[src/hdl/lsfd_pkg.sv]
`default_nettype none
// ----------------------------------------------------------------------------
// lsfd_pkg: shared types, constants and helpers of the lidar frame decoder
// Holds the frame patterns, the CORDIC angle table, rounding helpers and the
// sequencer state type.
// ----------------------------------------------------------------------------
package lsfd_pkg;

    localparam int PAYLOAD_BYTES = 1080;
    localparam int BEAMS         = 361;
    localparam int HEADER_BYTES  = 20;
    localparam int START_BYTES   = 6;
    localparam int WIN_LEN       = (HEADER_BYTES > START_BYTES) ? HEADER_BYTES : START_BYTES;

    localparam int CW          = 36;   // CORDIC datapath width
    localparam int CORDIC_LAST = 30;   // 31 micro-rotations
    localparam int SQRT_LAST   = 31;   // 32 root digits

    typedef logic signed [CW-1:0] t_cval;

    localparam logic [31:0] PI_Q30      = 32'd3373259426;
    localparam logic [31:0] HALF_PI_Q30 = 32'd1686629713;
    localparam logic [31:0] CORDIC_K    = 32'd652032874;
    localparam logic [31:0] ANG_STEP_Q  = 32'(PI_Q30 / 360);
    localparam logic [8:0]  ANG_STEP_R  = 9'(PI_Q30 % 360);
    localparam logic [8:0]  ANG_DIV     = 9'd360;

    localparam logic [12:0] RANGE_LIMIT_RESET = 13'd7500;
    localparam logic signed [15:0] BEARING_MAX = 16'sd25736;

    // Configuration register indexes.
    localparam logic [1:0] CFG_OFFSET_X = 2'd0;
    localparam logic [1:0] CFG_OFFSET_Y = 2'd1;
    localparam logic [1:0] CFG_RANGE    = 2'd2;

    typedef enum logic [1:0] {
        EV_START = 2'd0,
        EV_POINT = 2'd1,
        EV_DONE  = 2'd2
    } t_event;

    typedef enum logic [3:0] {
        ST_IDLE,
        ST_TRIG,
        ST_MULX,
        ST_MULY,
        ST_SQX,
        ST_SQY,
        ST_SQRT_GO,
        ST_SQRT,
        ST_VEC,
        ST_EMIT
    } t_state;

    typedef struct packed {
        logic start;
        logic rotate;
    } t_cordic_cmd;

    typedef struct packed {
        logic hdr;
        logic start;
    } t_match;

    localparam logic [7:0] HDR_PAT [HEADER_BYTES] = '{
        8'h73, 8'h53, 8'h4e, 8'h20, 8'h4c, 8'h4d, 8'h44, 8'h73, 8'h63, 8'h61,
        8'h6e, 8'h64, 8'h61, 8'h74, 8'h61, 8'h20, 8'h31, 8'h20, 8'h45, 8'h42
    };

    localparam logic [7:0] START_PAT [START_BYTES] = '{
        8'h06, 8'h02, 8'h80, 8'h03, 8'h00, 8'hA0
    };

    function automatic t_cval atan_q30(input logic [4:0] k);
        t_cval a;
        case (k)
            5'd0:  a = 36'sd843314857;
            5'd1:  a = 36'sd497837829;
            5'd2:  a = 36'sd263043837;
            5'd3:  a = 36'sd133525159;
            5'd4:  a = 36'sd67021687;
            5'd5:  a = 36'sd33543516;
            5'd6:  a = 36'sd16775851;
            5'd7:  a = 36'sd8388437;
            5'd8:  a = 36'sd4194283;
            5'd9:  a = 36'sd2097149;
            default: a = t_cval'(36'd1 << (5'd30 - k));
        endcase
        return a;
    endfunction

    // Round a Q2.30 value to Q1.15 and clamp to 16 bits.
    function automatic logic signed [15:0] round_q15(input t_cval v);
        logic signed [CW:0] s;
        logic signed [CW:0] t;
        logic signed [15:0] r;
        s = {v[CW-1], v} + 37'sd16384;
        t = s >>> 15;
        if (t > 37'sd32767) begin
            r = 16'sh7FFF;
        end else if (t < -37'sd32768) begin
            r = 16'sh8000;
        end else begin
            r = t[15:0];
        end
        return r;
    endfunction

    // Round a Q2.30 angle to Q3.13 and clamp to the bearing range.
    function automatic logic signed [15:0] round_q13(input t_cval v);
        logic signed [CW:0] s;
        logic signed [CW:0] t;
        logic signed [15:0] r;
        s = {v[CW-1], v} + 37'sd65536;
        t = s >>> 17;
        if (t > 37'sd25736) begin
            r = BEARING_MAX;
        end else if (t < -37'sd25736) begin
            r = -BEARING_MAX;
        end else begin
            r = t[15:0];
        end
        return r;
    endfunction

endpackage
`default_nettype wire

[src/hdl/lsfd_cordic.sv]
`default_nettype none
// ----------------------------------------------------------------------------
// lsfd_cordic: iterative CORDIC unit, rotation and vectoring modes
// One micro-rotation per cycle; o_done pulses after the last one.
// ----------------------------------------------------------------------------
module lsfd_cordic (
    input  wire logic                 i_clk,
    input  wire logic                 i_rst_n,
    input  wire lsfd_pkg::t_cordic_cmd i_cmd,
    input  wire lsfd_pkg::t_cval      i_x,
    input  wire lsfd_pkg::t_cval      i_y,
    input  wire lsfd_pkg::t_cval      i_z,
    output logic                      o_done,
    output lsfd_pkg::t_cval           o_x,
    output lsfd_pkg::t_cval           o_y,
    output lsfd_pkg::t_cval           o_z
);

    logic            r_run;
    logic            r_done;
    logic            r_rot;
    logic [4:0]      r_k;
    lsfd_pkg::t_cval r_x, r_y, r_z;
    lsfd_pkg::t_cval n_x, n_y, n_z;
    lsfd_pkg::t_cval dx, dy, at;
    logic            sigma;

    always_comb begin
        dx    = r_y >>> r_k;
        dy    = r_x >>> r_k;
        at    = lsfd_pkg::atan_q30(r_k);
        // Rotation drives z toward zero, vectoring drives y toward zero.
        sigma = r_rot ? ~r_z[lsfd_pkg::CW-1] : r_y[lsfd_pkg::CW-1];
        n_x   = sigma ? r_x - dx : r_x + dx;
        n_y   = sigma ? r_y + dy : r_y - dy;
        n_z   = sigma ? r_z - at : r_z + at;
    end

    always_ff @(posedge i_clk) begin
        if (!i_rst_n) begin
            r_run  <= 1'b0;
            r_done <= 1'b0;
        end else begin
            r_done <= 1'b0;
            if (i_cmd.start) begin
                r_run <= 1'b1;
            end else if (r_run && r_k == 5'(lsfd_pkg::CORDIC_LAST)) begin
                r_run  <= 1'b0;
                r_done <= 1'b1;
            end
        end
    end

    always_ff @(posedge i_clk) begin
        if (i_cmd.start) begin
            r_x   <= i_x;
            r_y   <= i_y;
            r_z   <= i_z;
            r_rot <= i_cmd.rotate;
            r_k   <= 5'd0;
        end else if (r_run) begin
            r_x <= n_x;
            r_y <= n_y;
            r_z <= n_z;
            r_k <= r_k + 5'd1;
        end
    end

    assign o_done = r_done;
    assign o_x    = r_x;
    assign o_y    = r_y;
    assign o_z    = r_z;

endmodule
`default_nettype wire

[config.mk]
export PLATFORM = sky130hd
export DESIGN_NAME = lsfd_cordic
export DESIGN_NICKNAME = d
export VERILOG_FILES = /design/src/hdl/lsfd_pkg.sv /design/src/hdl/lsfd_cordic.sv
export SDC_FILE = /design/constraint.sdc
export NUM_CORES = 1
export LEC_CHECK = 0
export ABC_AREA = 1
export BUFFER_PORTS_ARGS = -buffer_cell sky130_fd_sc_hd__buf_2
export CAP_MARGIN = 5
export CORE_ASPECT_RATIO = 2
export CORE_MARGIN = 2
export CORE_UTILIZATION = 28
export CTS_BUF_LIST = sky130_fd_sc_hd__clkbuf_16
export CTS_CLUSTER_SIZE = 16
export DETAILED_ROUTE_END_ITERATION = 10
export PLACE_DENSITY = 0.46
export SLEW_MARGIN = 20
export SYNTH_ARGS = -nofsm -noshare
export SYNTH_HDL_FRONTEND = slang
export SYNTH_SLANG_ARGS = --single-unit
[constraint.sdc]
create_clock -name i_clk -period 5.8 [get_ports i_clk]
set_clock_uncertainty 0.15 [all_clocks]
set_input_delay 0.29 -clock i_clk [delete_from_list [all_inputs] [get_ports i_clk]]
set_output_delay 0.29 -clock i_clk [all_outputs]
set_load 0.03 [all_outputs]
== Yosys cells after proc, flatten, opt, wreduce, memory -nomap -nowiden ==
Cells that the tools add are included.

* Add/sub/neg operators: 8
* Equal/unequal tests: 10
* Shift operators: 3
* Muxes and demuxes: 14
* Bitwise logic cells: 2
* Reductions and logical operators: 5

{| class="wikitable"
|+ Operator list
! cell !! count
|-
| case mux 36 bit (10 select lines) || 1
|-
| two-way mux 36 bit || 9
|-
| adder 36 bit || 3
|-
| subtractor 36 bit || 3
|-
| >>> shifter 36 x 5 -> 36 bit || 2
|-
| left shift 1 x 5 -> 36 bit, first input constant || 1
|-
| equality test 5 x 3 -> 1 bit, second input constant || 4
|-
| equality test 5 x 2 -> 1 bit, second input constant || 2
|-
| equality test 5 x 4 -> 1 bit, second input constant || 2
|-
| adder 5 x 1 -> 5 bit, second input constant || 1
|-
| equality test 5 x 1 -> 1 bit, second input constant || 1
|-
| equality test 5 bit, second input constant || 1
|-
| logical NOT 5 bit || 1
|-
| subtractor 5 bit, first input constant || 1
|-
| two-way mux 1 bit || 4
|-
| nonzero test 2 bit || 2
|-
| NOT 1 bit || 2
|-
| OR reduction 2 bit || 1
|-
| logical AND 1 bit || 1
|}

* Register bits: 116
* Bits of input ports: 112
* Output and inout port bits: 109
* Word-level logic and storage cells: 49

== Logic depth before layout (Yosys ltp) ==
Gate-level depths: netlist of the first run.

* Depth in word-level cells: 7
* Depth in mapped cells: 39
* Gate-level depth less buffers: 36

== Worst setup path before layout of the first run ==
No wires, ideal clock.

* Kind: register to register
* Start point: register r_k[1]
* End point: register r_z[35] (netlist: o_z[35]) (data pin)
* Setup time: 0.254 ns
* Arrival: 4.383 ns
* Required time: 5.396 ns
* Path slack: 1.014 ns
* Stages on the path, launching flop included: 37
* Buffers on the path: 3
* Period minus slack after synthesis: 4.786 ns
* Path through: dfxtp_1 buf_2 inv_2 buf_4 buf_4 ha_1 inv_1 nor2_2 nand2_2 nand2_2 nor2_4 nand3_2 a21oi_2 ha_1 nand2_1 nor2_2 nand2_1 nor2_2 nand2_2 nor2_4 nand4_2 inv_2 nand3_1 nand3_1 nand2_1 ha_1 nand2_1 nor2_1 inv_1 nor4_1 nand3_1 nand3_1 a21oi_1 inv_1 nand3_1 nand3_1 nand2_1

* Cells in the longest elaborated chain, start to end: 7
* Elaborated cells between the ends (all ways): 18
* Classes of those cells: add/sub (3); eq/ne (9); shift (1); mux (4); reduce/logical (1)

{| class="wikitable"
|+ Ends and longest elaborated chain
! item !! RTL line !! text
|-
| start, declared || lsfd_cordic.sv:22 || <nowiki>logic [4:0] r_k;</nowiki>
|-
| start signal, assigned || lsfd_cordic.sv:65 || <nowiki>r_k <= r_k + 5'd1;</nowiki>
|-
| subtractor 5 bit || lsfd_pkg.sv:87 || <nowiki>default: a = t_cval'(36'd1 << (5'd30 - k));</nowiki>
|-
| left shift 1 x 5 -> 36 bit || lsfd_pkg.sv:87 ||
|-
| case mux 36 bit (10 select lines) * || lsfd_pkg.sv:76 || <nowiki>case (k)</nowiki>
|-
| adder 36 bit or subtractor 36 bit (tied branches) || lsfd_cordic.sv:36 || <nowiki>n_z = sigma ? r_z - at : r_z + at;</nowiki>
|-
| two-way mux 36 bit * || lsfd_cordic.sv:36 ||
|-
| two-way mux 36 bit * || lsfd_cordic.sv:61 || <nowiki>end else if (r_run) begin</nowiki>
|-
| two-way mux 36 bit * || lsfd_cordic.sv:55 || <nowiki>if (i_cmd.start) begin</nowiki>
|-
| end signal, assigned || lsfd_cordic.sv:58 || <nowiki>r_z <= i_z;</nowiki>
|-
| end signal, assigned || lsfd_cordic.sv:64 || <nowiki>r_z <= n_z;</nowiki>
|-
| end, declared || lsfd_cordic.sv:23 || <nowiki>lsfd_pkg::t_cval r_x, r_y, r_z;</nowiki>
|}

Every way passes the cells marked *; elsewhere a longest branch is shown, timed or not. The select of a mux whose other input is x is not followed.
A chain may end at the register's enable or synchronous reset.

== Final worst setup path of the first run ==
* Start point: register r_k[1]
* End point: register r_y[34] (netlist: o_y[34]) (data pin)

* Cells in the longest elaborated chain, start to end: 5
* Elaborated cells between the ends (all ways): 6
* Classes of those cells: add/sub (2); shift (1); mux (3)

{| class="wikitable"
|+ Ends and longest elaborated chain
! item !! RTL line !! text
|-
| >>> shifter 36 x 5 -> 36 bit * || lsfd_cordic.sv:30 || <nowiki>dy = r_x >>> r_k;</nowiki>
|-
| subtractor 36 bit or adder 36 bit (tied branches) || lsfd_cordic.sv:35 || <nowiki>n_y = sigma ? r_y + dy : r_y - dy;</nowiki>
|-
| two-way mux 36 bit * || lsfd_cordic.sv:35 ||
|-
| two-way mux 36 bit * || lsfd_cordic.sv:61 ||
|-
| two-way mux 36 bit * || lsfd_cordic.sv:55 ||
|-
| end signal, assigned || lsfd_cordic.sv:57 || <nowiki>r_y <= i_y;</nowiki>
|-
| end signal, assigned || lsfd_cordic.sv:63 || <nowiki>r_y <= n_y;</nowiki>
|-
| end, declared || lsfd_cordic.sv:23 ||
|}

Marks and branches as above.

==> results.ini, run 1 <==
[timing]
fmax_mhz=183
drv_slew=0
whs_ps=53.0
hold_viol=0
relSlewSlack=0.488
min_period_ps=5460
finalSetupTns_ps=0
timing.final.crit_share=0.942
rsz0062_at_grt=false
finalSetupViolations=0
worst_pin_slew_ps=768

[floorplanning]
core_um2=65600
chipHeight_um=368
io_pins=221
start_util=0.282
die_w_um=186
die-area_um2=68300
rows=133

[placed_design]
gp_congestion=0.963
post-dp-hpwl_mm=72.0
dp_cells=4186
port_buffers=220

[synthesis]
synth_edf_count=109
synth_cells=3137
synth_top_area_frac=0.217
synth-simple-area-share=0.466
ys_seq_area_frac=0.184
syn-cell-area_um2=18500
synth-warning-count=0
ys_ff_latch=116
avgSynthCellArea_um2=5.90
synthMuxAreaShare=0
yosys.cell_types.count=57
synthArstFlopShare=0
yosys-top-cells-count=nand2_1 (1,070), nand3_1 (463), nor2_1 (280), inv_1 (244), a21oi_1 (160)
ys.flop_type=edfxtp_1
synthAdderAreaFrac=0.0796
ys_top_cells_by_area=nand2_1 (22%), edfxtp_1 (18%), nand3_1 (13%)
synth_compound_area_frac=0.129
mappedNetlistNets=3365
synth_top_area_cell=nand2_1
synth-xor-area-share=0.0574
yosysMostFrequentCell=nand2_1
synth_top_family_by_area=simple AND/OR/NAND/NOR gates

[clock_tree]
root_buffer=clkbuf_16
clock-sinks=116
path_clk_slew_ps=70
clockBufferDepth=2
clk_latency_ps=510
htree_levels=4
cts_tree=yes
cts_made_buffers=17

[run_status]
status=completed

[cells_and_area]
areaGrowthSynthToFinish_pct=20.5
post-route-util=0.340
stdcell_count=4322
layout.nets=3661
drive_above_1_share=0.134
antenna_cells=0
nFillCells=7597

[grt]
track_usage=0.253
grt_max_degree=71
grt_pass1_wl_mm=129
use_met3=0.0280
met2_usage=0.483
grtUsageMet1=0.245
grt_pass1_vias=22248
antenna_found_initial=0
grt.busiest_layer=met2
grt_remaining_overflow=0

[worst_hold_path]
holdPathStages=3
min_path_type=primary input to register
hold_end=o_y[33]
worstHoldStart=i_y[33]

[route]
drt_iter0_drc=1280
drt_first_pass_iters=5
vias=21933
ant_nets=0
drcViolationCount=0
route.detailed.wl_per_inst_um=20.0
via_per_inst=5.07
wirelength_mm=86.4

[critical_path]
critPathMaxFanout=48
rr_endpoint=o_y[34]
cp_top_family=simple AND/OR/NAND/NOR gates
reg2reg_from=r_k[1]
r2r_slack_ps=340
arrival_ps=5580
cpPeakStageDelay_ps=370
reg2regPathDepth=25
cpMaxStageDelayCell=dfxtp_2
critPathKind=register to register
cp_num_buf_inv=3
worst_setup_path_start_kind=register
crit_required_ps=5910
timing.critical_path.mode_cell=nand2_1
end_kind=register

[job]
cap_violations=0

cell families after synthesis:
logic type / Yosys count
simple gates: 1992
compound gates: 420
buf+inv: 376
xor+xnor: 117
fa+ha+maj: 116
flops: 116
cell type report:
cell class	instances	area, um^2	area share
clock buffer	17	425	0.0191
clock inverter	14	116	0.00522
multi-input combinational	2645	13600	0.609
sequential	116	3420	0.153
inverter	260	978	0.0439
tap	877	1100	0.0492
timing repair buffer	393	2690	0.120
repair_timing:
action	4_1_cts	5_1_grt
setup endpoints to repair	1	5
hold endpoints to repair	106	0
buffers inserted	0	0
gates resized for setup	7	7
hold buffers	105	0
gates cloned	0	0
pin swaps	0	1
how the worst max path moves through the flow:
stage                start      end  depth (start not counted)
finish              r_k[1]  o_y[34]                         25
global route        r_k[1]  o_y[31]                         28
CTS                 r_k[0]  o_y[34]                         27
detailed placement  r_k[2]  o_y[34]                         23
global placement    r_k[2]  o_y[34]                         23
floorplan           r_k[1]  o_z[35]                         36
per-layer routing:
| metal | vias to the layer above | share of wire |
|---|---|---|
| met5 | - | 0 |
| met4 | 0 | 0.079 |
| met3 | 216 | 0.029 |
| met2 | 589 | 0.54 |
| met1 | 10102 | 0.36 |
| li1 | 11026 | - |
registers in the layout (all words and copies together) (netlist names):
name / flops
r_rot: 1
r_k: 5
r_run: 1
o_z: 36
o_done: 1
o_x: 36
o_y: 36
placed cells by master, fill, tap and decap left out, types with 9 or more instances in the layout:
master,count
nor2_2,14
o31ai_1,13
a21o_1,16
or2_2,60
nand2_2,9
nor3_1,15
xnor2_1,48
ha_1,113
buf_2,219
a31oi_1,29
xor2_1,64
o21ai_1,16
dlygate4sd3_1,105
inv_2,16
inv_1,244
nor2_1,280
o221ai_1,10
buf_4,63
nand4_1,23
nand3b_1,13
clkbuf_16,17
and2_1,9
edfxtp_1,109
nand3_1,460
nand2_1,1070
o21ai_0,130
a21oi_1,159
worst reg2reg max path: stages (launching register included):
cell      delay, ps
dfxtp_2         370
inv_2           100
buf_6           350
nand3_1         240
nand3_1         130
nand3_1          90
nand2_1         160
nand2_1          70
nand2_1         190
nand2_1          80
nor2_1          250
nand3_2         190
nor2_2          310
nand2_1         190
o21ai_1         180
xor2_1          250
inv_1            70
ha_1            360
a21oi_1         330
o21a_1          230
o221ai_1        120
a31oi_1         250
nand3_2         220
xor2_1          200
nand2_1          70
nand2_1          50
stage by stage:
| stage | setup slack [ps] | area (um^2) |
|---|---|---|
| 2_1_floorplan | 1010 | 18500 |
| 3_3_place_gp | -757 | 20700 |
| 3_5_place_dp | -616 | 20700 |
| 4_1_cts | 10.1 | 22300 |
| 5_1_grt | 42.3 | 22300 |
| 6_report | 337 | 22300 |
Power of run 1 is left out: the tool's default activity adds up to more than one toggle a clock period on the data nets, which glitch-free logic cannot reach.
==> inputs of run 2 (changes only) <==
--- a/config.mk
+++ b/config.mk
@@ -16,4 +16,5 @@
 export DETAILED_ROUTE_END_ITERATION = 10
 export PLACE_DENSITY = 0.46
+export RECOVER_POWER = 25
 export SLEW_MARGIN = 20
 export SYNTH_ARGS = -nofsm -noshare
==> constraint.sdc (replaced) <==
create_clock -name i_clk -period 5.8 [get_ports i_clk]
set_clock_uncertainty 0.15 [all_clocks]
set_input_delay 0.58 -clock i_clk [delete_from_list [all_inputs] [get_ports i_clk]]
set_output_delay 0.58 -clock i_clk [all_outputs]
set_load 0.03 [all_outputs]
==> run 2 against run 1 <==
Compared with the run above:
- the run now ends with max-capacitance violations, max-slew violations left
- register-to-register slack worse by 190 ps
- fmax decreased by 3.4%
- routed wire length shrank 1.5%
- via count down 1.7%
- cell count decreased by 2.5%
- clock-buffer cell count unchanged
- non-clock buffer count is 109 lower
- sequential share of layout area increased by 0.78 points
- critical path type unchanged
- largest cell class unchanged
==> results.ini, run 2 (synthesis gave the netlist of run 1 again) <==
[timing]
min_period_ps=5660  ; +195 ps
rsz0062_at_grt=false
timing.final.crit_share=0.975  ; +0.0336
fmax_mhz=177  ; -3.4%
finalSetupViolations=0  ; unchanged
hold_viol=0  ; unchanged
relSlewSlack=-0.768  ; -1.26
worst_pin_slew_ps=2650  ; +1880 ps
drv_slew=192  ; +192

[run_status]
status=finished with violations
violations=max-capacitance violations, max-slew violations

[floorplanning]
rows=133  ; unchanged
die-area_um2=68300  ; unchanged
die_w_um=186  ; unchanged
start_util=0.282  ; unchanged
chipHeight_um=368  ; unchanged
io_pins=221  ; unchanged
core_um2=65600  ; unchanged

[route]
drt_iter0_drc=1335  ; +4.3%
route.detailed.wl_per_inst_um=20.2  ; +1.1%
ant_nets=0  ; unchanged
wirelength_mm=85.2  ; -1.5%
drt_first_pass_iters=7  ; +2
vias=21568  ; -1.7%
drcViolationCount=0  ; unchanged
via_per_inst=5.12  ; +0.86%

[clock_tree]
cts_made_buffers=17  ; unchanged
path_clk_slew_ps=70  ; about the same
clk_latency_ps=510  ; about the same
clockBufferDepth=2  ; unchanged
htree_levels=4  ; unchanged
clock-sinks=116  ; unchanged
cts_tree=yes
postCtsHoldBufs=0  ; -100%
root_buffer=clkbuf_16

[cells_and_area]
nFillCells=7708  ; +1.5%
antenna_cells=0  ; unchanged
final_common_cell=nand2_1
multiInputGateArea_um2=13600  ; about the same
final_cell_mix=nand2_1 (1,070), nand3_1 (461), nor2_1 (280), inv_1 (245), buf_2 (180)
drive_above_1_share=0.123  ; -0.0101
areaGrowthSynthToFinish_pct=14.6
regArea_um2=3420  ; about the same
layout.nets=3552  ; -3.0%
stdcell_count=4214  ; -2.5%

[critical_path]
cp_cell_sequence=buf_6, buf_4, nand3_1, nand3_1, nand3_1, nand2_1, nand2_1, nor2_1, nand2_1, nor2_2, nand2_1, o21ai_1, xor2_1, inv_1, ha_1, nand2_1, nor2_1, inv_1, nor4_4, nand3_2, nand3_2, xor2_1, nand2_1, nand2_1
arrival_ps=5760  ; +180 ps
critPathKind=register to register
cpMaxStageDelayCell=dfxtp_2
worst_setup_path_start_kind=register
crit_required_ps=5900  ; about the same
cp_top_family=simple AND/OR/NAND/NOR gates
end_kind=register
timing.critical_path.mode_cell=nand2_1
cp_num_buf_inv=4  ; +1
cpPeakStageDelay_ps=530  ; +160 ps
critPathMaxFanout=27  ; -44%

[placed_design]
gp_congestion=0.961  ; -0.12%
post-dp-hpwl_mm=71.0  ; -1.4%
dp_cells=4182  ; -0.096%
port_buffers=220  ; unchanged

[grt]
grt_pass1_vias=21978  ; -1.2%
grt_pass1_wl_mm=127  ; -1.5%
grt_remaining_overflow=0  ; unchanged
grt_max_degree=82  ; +15%
antenna_found_initial=0  ; unchanged
track_usage=0.249  ; -0.00352

[job]
cap_violations=4  ; +4

[worst_hold_path]
min_path_type=primary input to register

[run 2: layer usage]
layer | part of all wire | global-route usage | routed length (um)
met4 | 0.079 | 0.183 | 6730
met3 | 0.031 | 0.0288 | 2670
met1 | 0.35 | 0.240 | 30200
met5 | 0 | 0 | 0
met2 | 0.54 | 0.474 | 45600
[run 2: layout make-up]
class                           instances  area share
Timing Repair Buffer                  284      0.0741
Tap cell                              877      0.0517
Multi-Input combinational cell       2645       0.640
Clock inverter                         15     0.00672
Inverter                              260      0.0460
Clock buffer                           17      0.0201
Sequential cell                       116       0.161
[run 2: final timing paths]
| kind | from | end | slack [ps] | cells past startpoint |
|---|---|---|---|---|
| min | i_cmd[0] | r_rot | 90 | 1 |
| max | r_k[2] | o_y[34] | 140 | 24 |
| min reg2reg | r_run | r_k[1] | 460 | 2 |
| max reg2reg | r_k[2] | o_y[34] | 140 | 24 |
[run 2: stage by stage]
step | hold slack (ps) | setup slack [ps] | setup TNS, ps | util | area (um^2)
5_1_grt | 96.9 | 17.2 | 0 | 0.324 | 21200
3_5_place_dp | 446 | -580 | -580 | 0.315 | 20700
6_report | 94.1 | 142 | 0 | 0.324 | 21200
3_3_place_gp | 439 | -653 | -653 | 0.315 | 20700
4_1_cts | 67.2 | 67.6 | 0 | 0.324 | 21300
2_1_floorplan | 366 | 1010 | 0 | - | 18500
[run 2: worst reg2reg max path, stage by stage (launching register included)]
cell	delay, ps
dfxtp_2	530
buf_6	290
buf_4	350
nand3_1	190
nand3_1	190
nand3_1	120
nand2_1	210
nand2_1	100
nor2_1	180
nand2_1	120
nor2_2	330
nand2_1	200
o21ai_1	220
xor2_1	230
inv_1	70
ha_1	390
nand2_1	180
nor2_1	190
inv_1	120
nor4_4	350
nand3_2	240
nand3_2	230
xor2_1	90
nand2_1	70
nand2_1	70
[run 2: repair_timing]
item,in CTS,in global routing
endpoints found under the hold margin,0,0
pin swaps,0,1
resized for setup,6,7
endpoints found under the setup margin,1,7
setup buffers,0,0
Power of run 2 is left out for the same reason.
==> inputs of run 3 (changes only) <==
Settings changed: ABC_AREA 1 to 0.
==> run 3 against run 2 <==
Compared with the run above:
- the flow finishes with violations (max-capacitance violations, max-slew violations, negative setup slack)
- flip-flop and latch count is the same
- worst setup slack lost 600 ps
- clock-buffer cell count is the same
- sequential share of layout area shrank 4.8 points
- register-to-register slack lost 600 ps
- core utilization grew 14 points
- synthesized cell count shrank 28%
- hold slack gained 26 ps
- routed wire length grew 36%
- via count grew 9.2%
- cell count grew 0.31%
- highest routed layer is now met5
==> results.ini, run 3 <==
[synthesis]
mappedNetlistNets=2476  ; -26%
syn-cell-area_um2=18700  ; +0.86%
yosysMostFrequentCell=nand2_1
ys_seq_area_frac=0.183  ; -0.00157
avgSynthCellArea_um2=8.30  ; +41%
yosys.cell_types.count=100  ; +75%
ys_ff_latch=116  ; unchanged
synthArstFlopShare=0  ; unchanged
ys_top_cells_by_area=edfxtp_1 (18%), mux4_2 (8.6%), ha_1 (7.6%)
synth_top_area_frac=0.175  ; -0.0417
synth_cells=2248  ; -28%
synth_edf_count=109  ; unchanged
ys.flop_type=edfxtp_1
synth-warning-count=0  ; unchanged
yosys-top-cells-count=nand2_1 (250), o21ai_0 (209), a21oi_1 (172), nor2_1 (151), ha_1 (113)
synth_top_area_cell=edfxtp_1

[route]
vias=23556  ; +9.2%
wirelength_mm=116  ; +36%
drt_iter0_drc=1119  ; -16%
route.detailed.wl_per_inst_um=27.3  ; +35%
drcViolationCount=0  ; unchanged
drt_first_pass_iters=6  ; -1
ant_nets=0  ; unchanged
via_per_inst=5.57  ; +8.9%

[cells_and_area]
multiInputGateArea_um2=16000  ; +18%
regArea_um2=3430  ; +0.29%
final_cell_mix=buf_4 (907), nand2_1 (236), buf_2 (169), nor2_1 (131), o21ai_0 (128)
layout.nets=3560  ; +0.23%
nFillCells=6667  ; -14%
drive_above_1_share=0.476  ; +0.353
final_common_cell=buf_4
areaGrowthSynthToFinish_pct=62.7

[timing]
timing.final.crit_share=1.08  ; +0.103
worst_pin_slew_ps=3510  ; +861 ps
finalSetupViolations=37  ; +37
fmax_mhz=160  ; -9.6%
drv_slew=212  ; +10%
relSlewSlack=-1.34  ; -0.574
finalSetupTns_ps=-6180  ; -6180 ps
worst_slack_ps=-456  ; -598 ps
hold_viol=0  ; unchanged
min_period_ps=6260  ; +598 ps
rsz0062_at_grt=true

[floorplanning]
chipHeight_um=369  ; +0.42%
die_w_um=187  ; +0.42%
rows=133  ; unchanged
io_pins=221  ; unchanged
die-area_um2=68900  ; +0.84%
core_um2=65900  ; +0.51%
start_util=0.283  ; +0.000985

[critical_path]
arrival_ps=6360  ; +600 ps
critPathKind=register to register
r2r_slack_ps=-460  ; -600 ps
rr_endpoint=o_x[35]
cp_cell_sequence=buf_4, buf_4, mux4_2, mux2_2, buf_4, o221ai_1, and4bb_2, nand4b_4, and4b_2, buf_4, nand2_1, o21ai_1, xor2_1, ha_1, a31o_2, a21oi_2, and3_4, a21oi_2, a41o_1, o41ai_2, xnor3_1, mux2_2
timing.critical_path.mode_cell=buf_4
end_kind=register
reg2reg_from=o_y[25]
reg2regPathDepth=22  ; -8.3%
cpPeakStageDelay_ps=480  ; -50 ps
critPathMaxFanout=9  ; -67%
worst_setup_path_start_kind=register
cpMaxStageDelayCell=edfxtp_1
crit_required_ps=5910  ; about the same

[grt]
grt_max_degree=138  ; +68%
grt_pass1_wl_mm=162  ; +28%
track_usage=0.327  ; +0.0777
antenna_found_initial=5  ; +5
grt_remaining_overflow=0  ; unchanged
grt_pass1_vias=24669  ; +12%

[clock_tree]
root_buffer=clkbuf_16
cts_tree=yes
cts_made_buffers=17  ; unchanged
path_clk_slew_ps=60  ; about the same
clockBufferDepth=2  ; unchanged
htree_levels=4  ; unchanged
clock-sinks=116  ; unchanged
clk_latency_ps=510  ; about the same

[run_status]
violations=max-capacitance violations, max-slew violations, negative setup slack
status=finished with violations

[worst_hold_path]
worstHoldStart=i_cmd[0]
hold_end=r_rot
min_path_type=primary input to register
holdPathStages=1  ; unchanged

[placed_design]
gp_congestion=1.02  ; +6.0%
port_buffers=220  ; unchanged
post-dp-hpwl_mm=94.9  ; +34%

[job]
cap_violations=2  ; -2

[run 3: cell types whose count changed after synthesis, sizes merged, moves of 33 or more]
cell,change
or2,-48
nand3,-432
xnor2,+42
nand2b,+33
mux2,+46
mux4,+73
o21ai,+61
nor2,-148
o22ai,+38
mux2i,+107
inv,-198
nand2,-830
[run 3: timing repair]
item / in CTS / in global routing
resized for setup: 214 / 233
pin swaps: 104 / 156
buffers inserted: 57 / 50
gates cloned: 2 / 1
hold buffers: 0 / 0
endpoints found under the setup margin: 53 / 55
[run 3: routing by layer]
layer  up-vias  global-route usage  wire, um
met5         -                   0        11
met4         2               0.364     16300
met3       500              0.0396      4330
met2       936               0.624     60500
met1     11408               0.274     34300
li1      10710                   -         -
[run 3: stage by stage]
stage	util	setup slack, ps	hold slack [ps]	instances	area [um^2]
3_5_place_dp	0.415	-928	624	4097	27300
2_1_floorplan	-	-152	472	2248	18800
3_3_place_gp	0.414	-1470	628	4097	27300
6_report	0.461	-456	120	4227	30400
4_1_cts	0.444	-413	78.7	4183	29300
5_1_grt	0.461	-641	110	4222	30400
[run 3: cells by family (layout without fill, tap and decap cells)]
kind of cell / after synthesis / after routing / synth area share
xor+xnor: 179 / 179 / 0.0855
simple gates: 652 / 652 / 0.168
flops: 116 / 116 / 0.183
other cells: 0 / 5 / 0
mux: 226 / 226 / 0.174
buf+inv: 203 / 1300 / 0.0522
fa+ha+maj: 116 / 116 / 0.0789
compound gates: 756 / 756 / 0.258
[run 3: cell type report]
type,instances,share of cell area
Inverter,65,0.00865
Antenna cell,5,0.000412
Timing Repair Buffer,1203,0.297
Sequential cell,116,0.113
Tap cell,877,0.0361
Clock inverter,15,0.00466
Multi-Input combinational cell,1929,0.526
Clock buffer,17,0.0140
[run 3: worst max-delay path by stage]
stage	startpoint	endpoint	slack (ps)	depth (start not counted)
6_report	o_y[25]	o_x[35]	-460	22
5_1_grt	o_y[17]	o_x[35]	-640	25
4_1_cts	r_k[0]	o_x[35]	-410	22
3_5_place_dp	r_k[1]	o_y[35]	-930	22
3_3_place_gp	r_k[1]	o_y[27]	-1470	22
2_1_floorplan	o_y[25]	o_x[35]	-150	23
[run 3: worst max-delay path: cells and delay by family (launching register included)]
kind / cells / cell delay, ps
buf+inv: 4 / 680
simple gates: 5 / 1180
mux: 3 / 1060
compound gates: 7 / 1500
fa+ha+maj: 1 / 320
flops: 1 / 480
xor+xnor: 2 / 640
Power of run 3 is left out for the same reason.
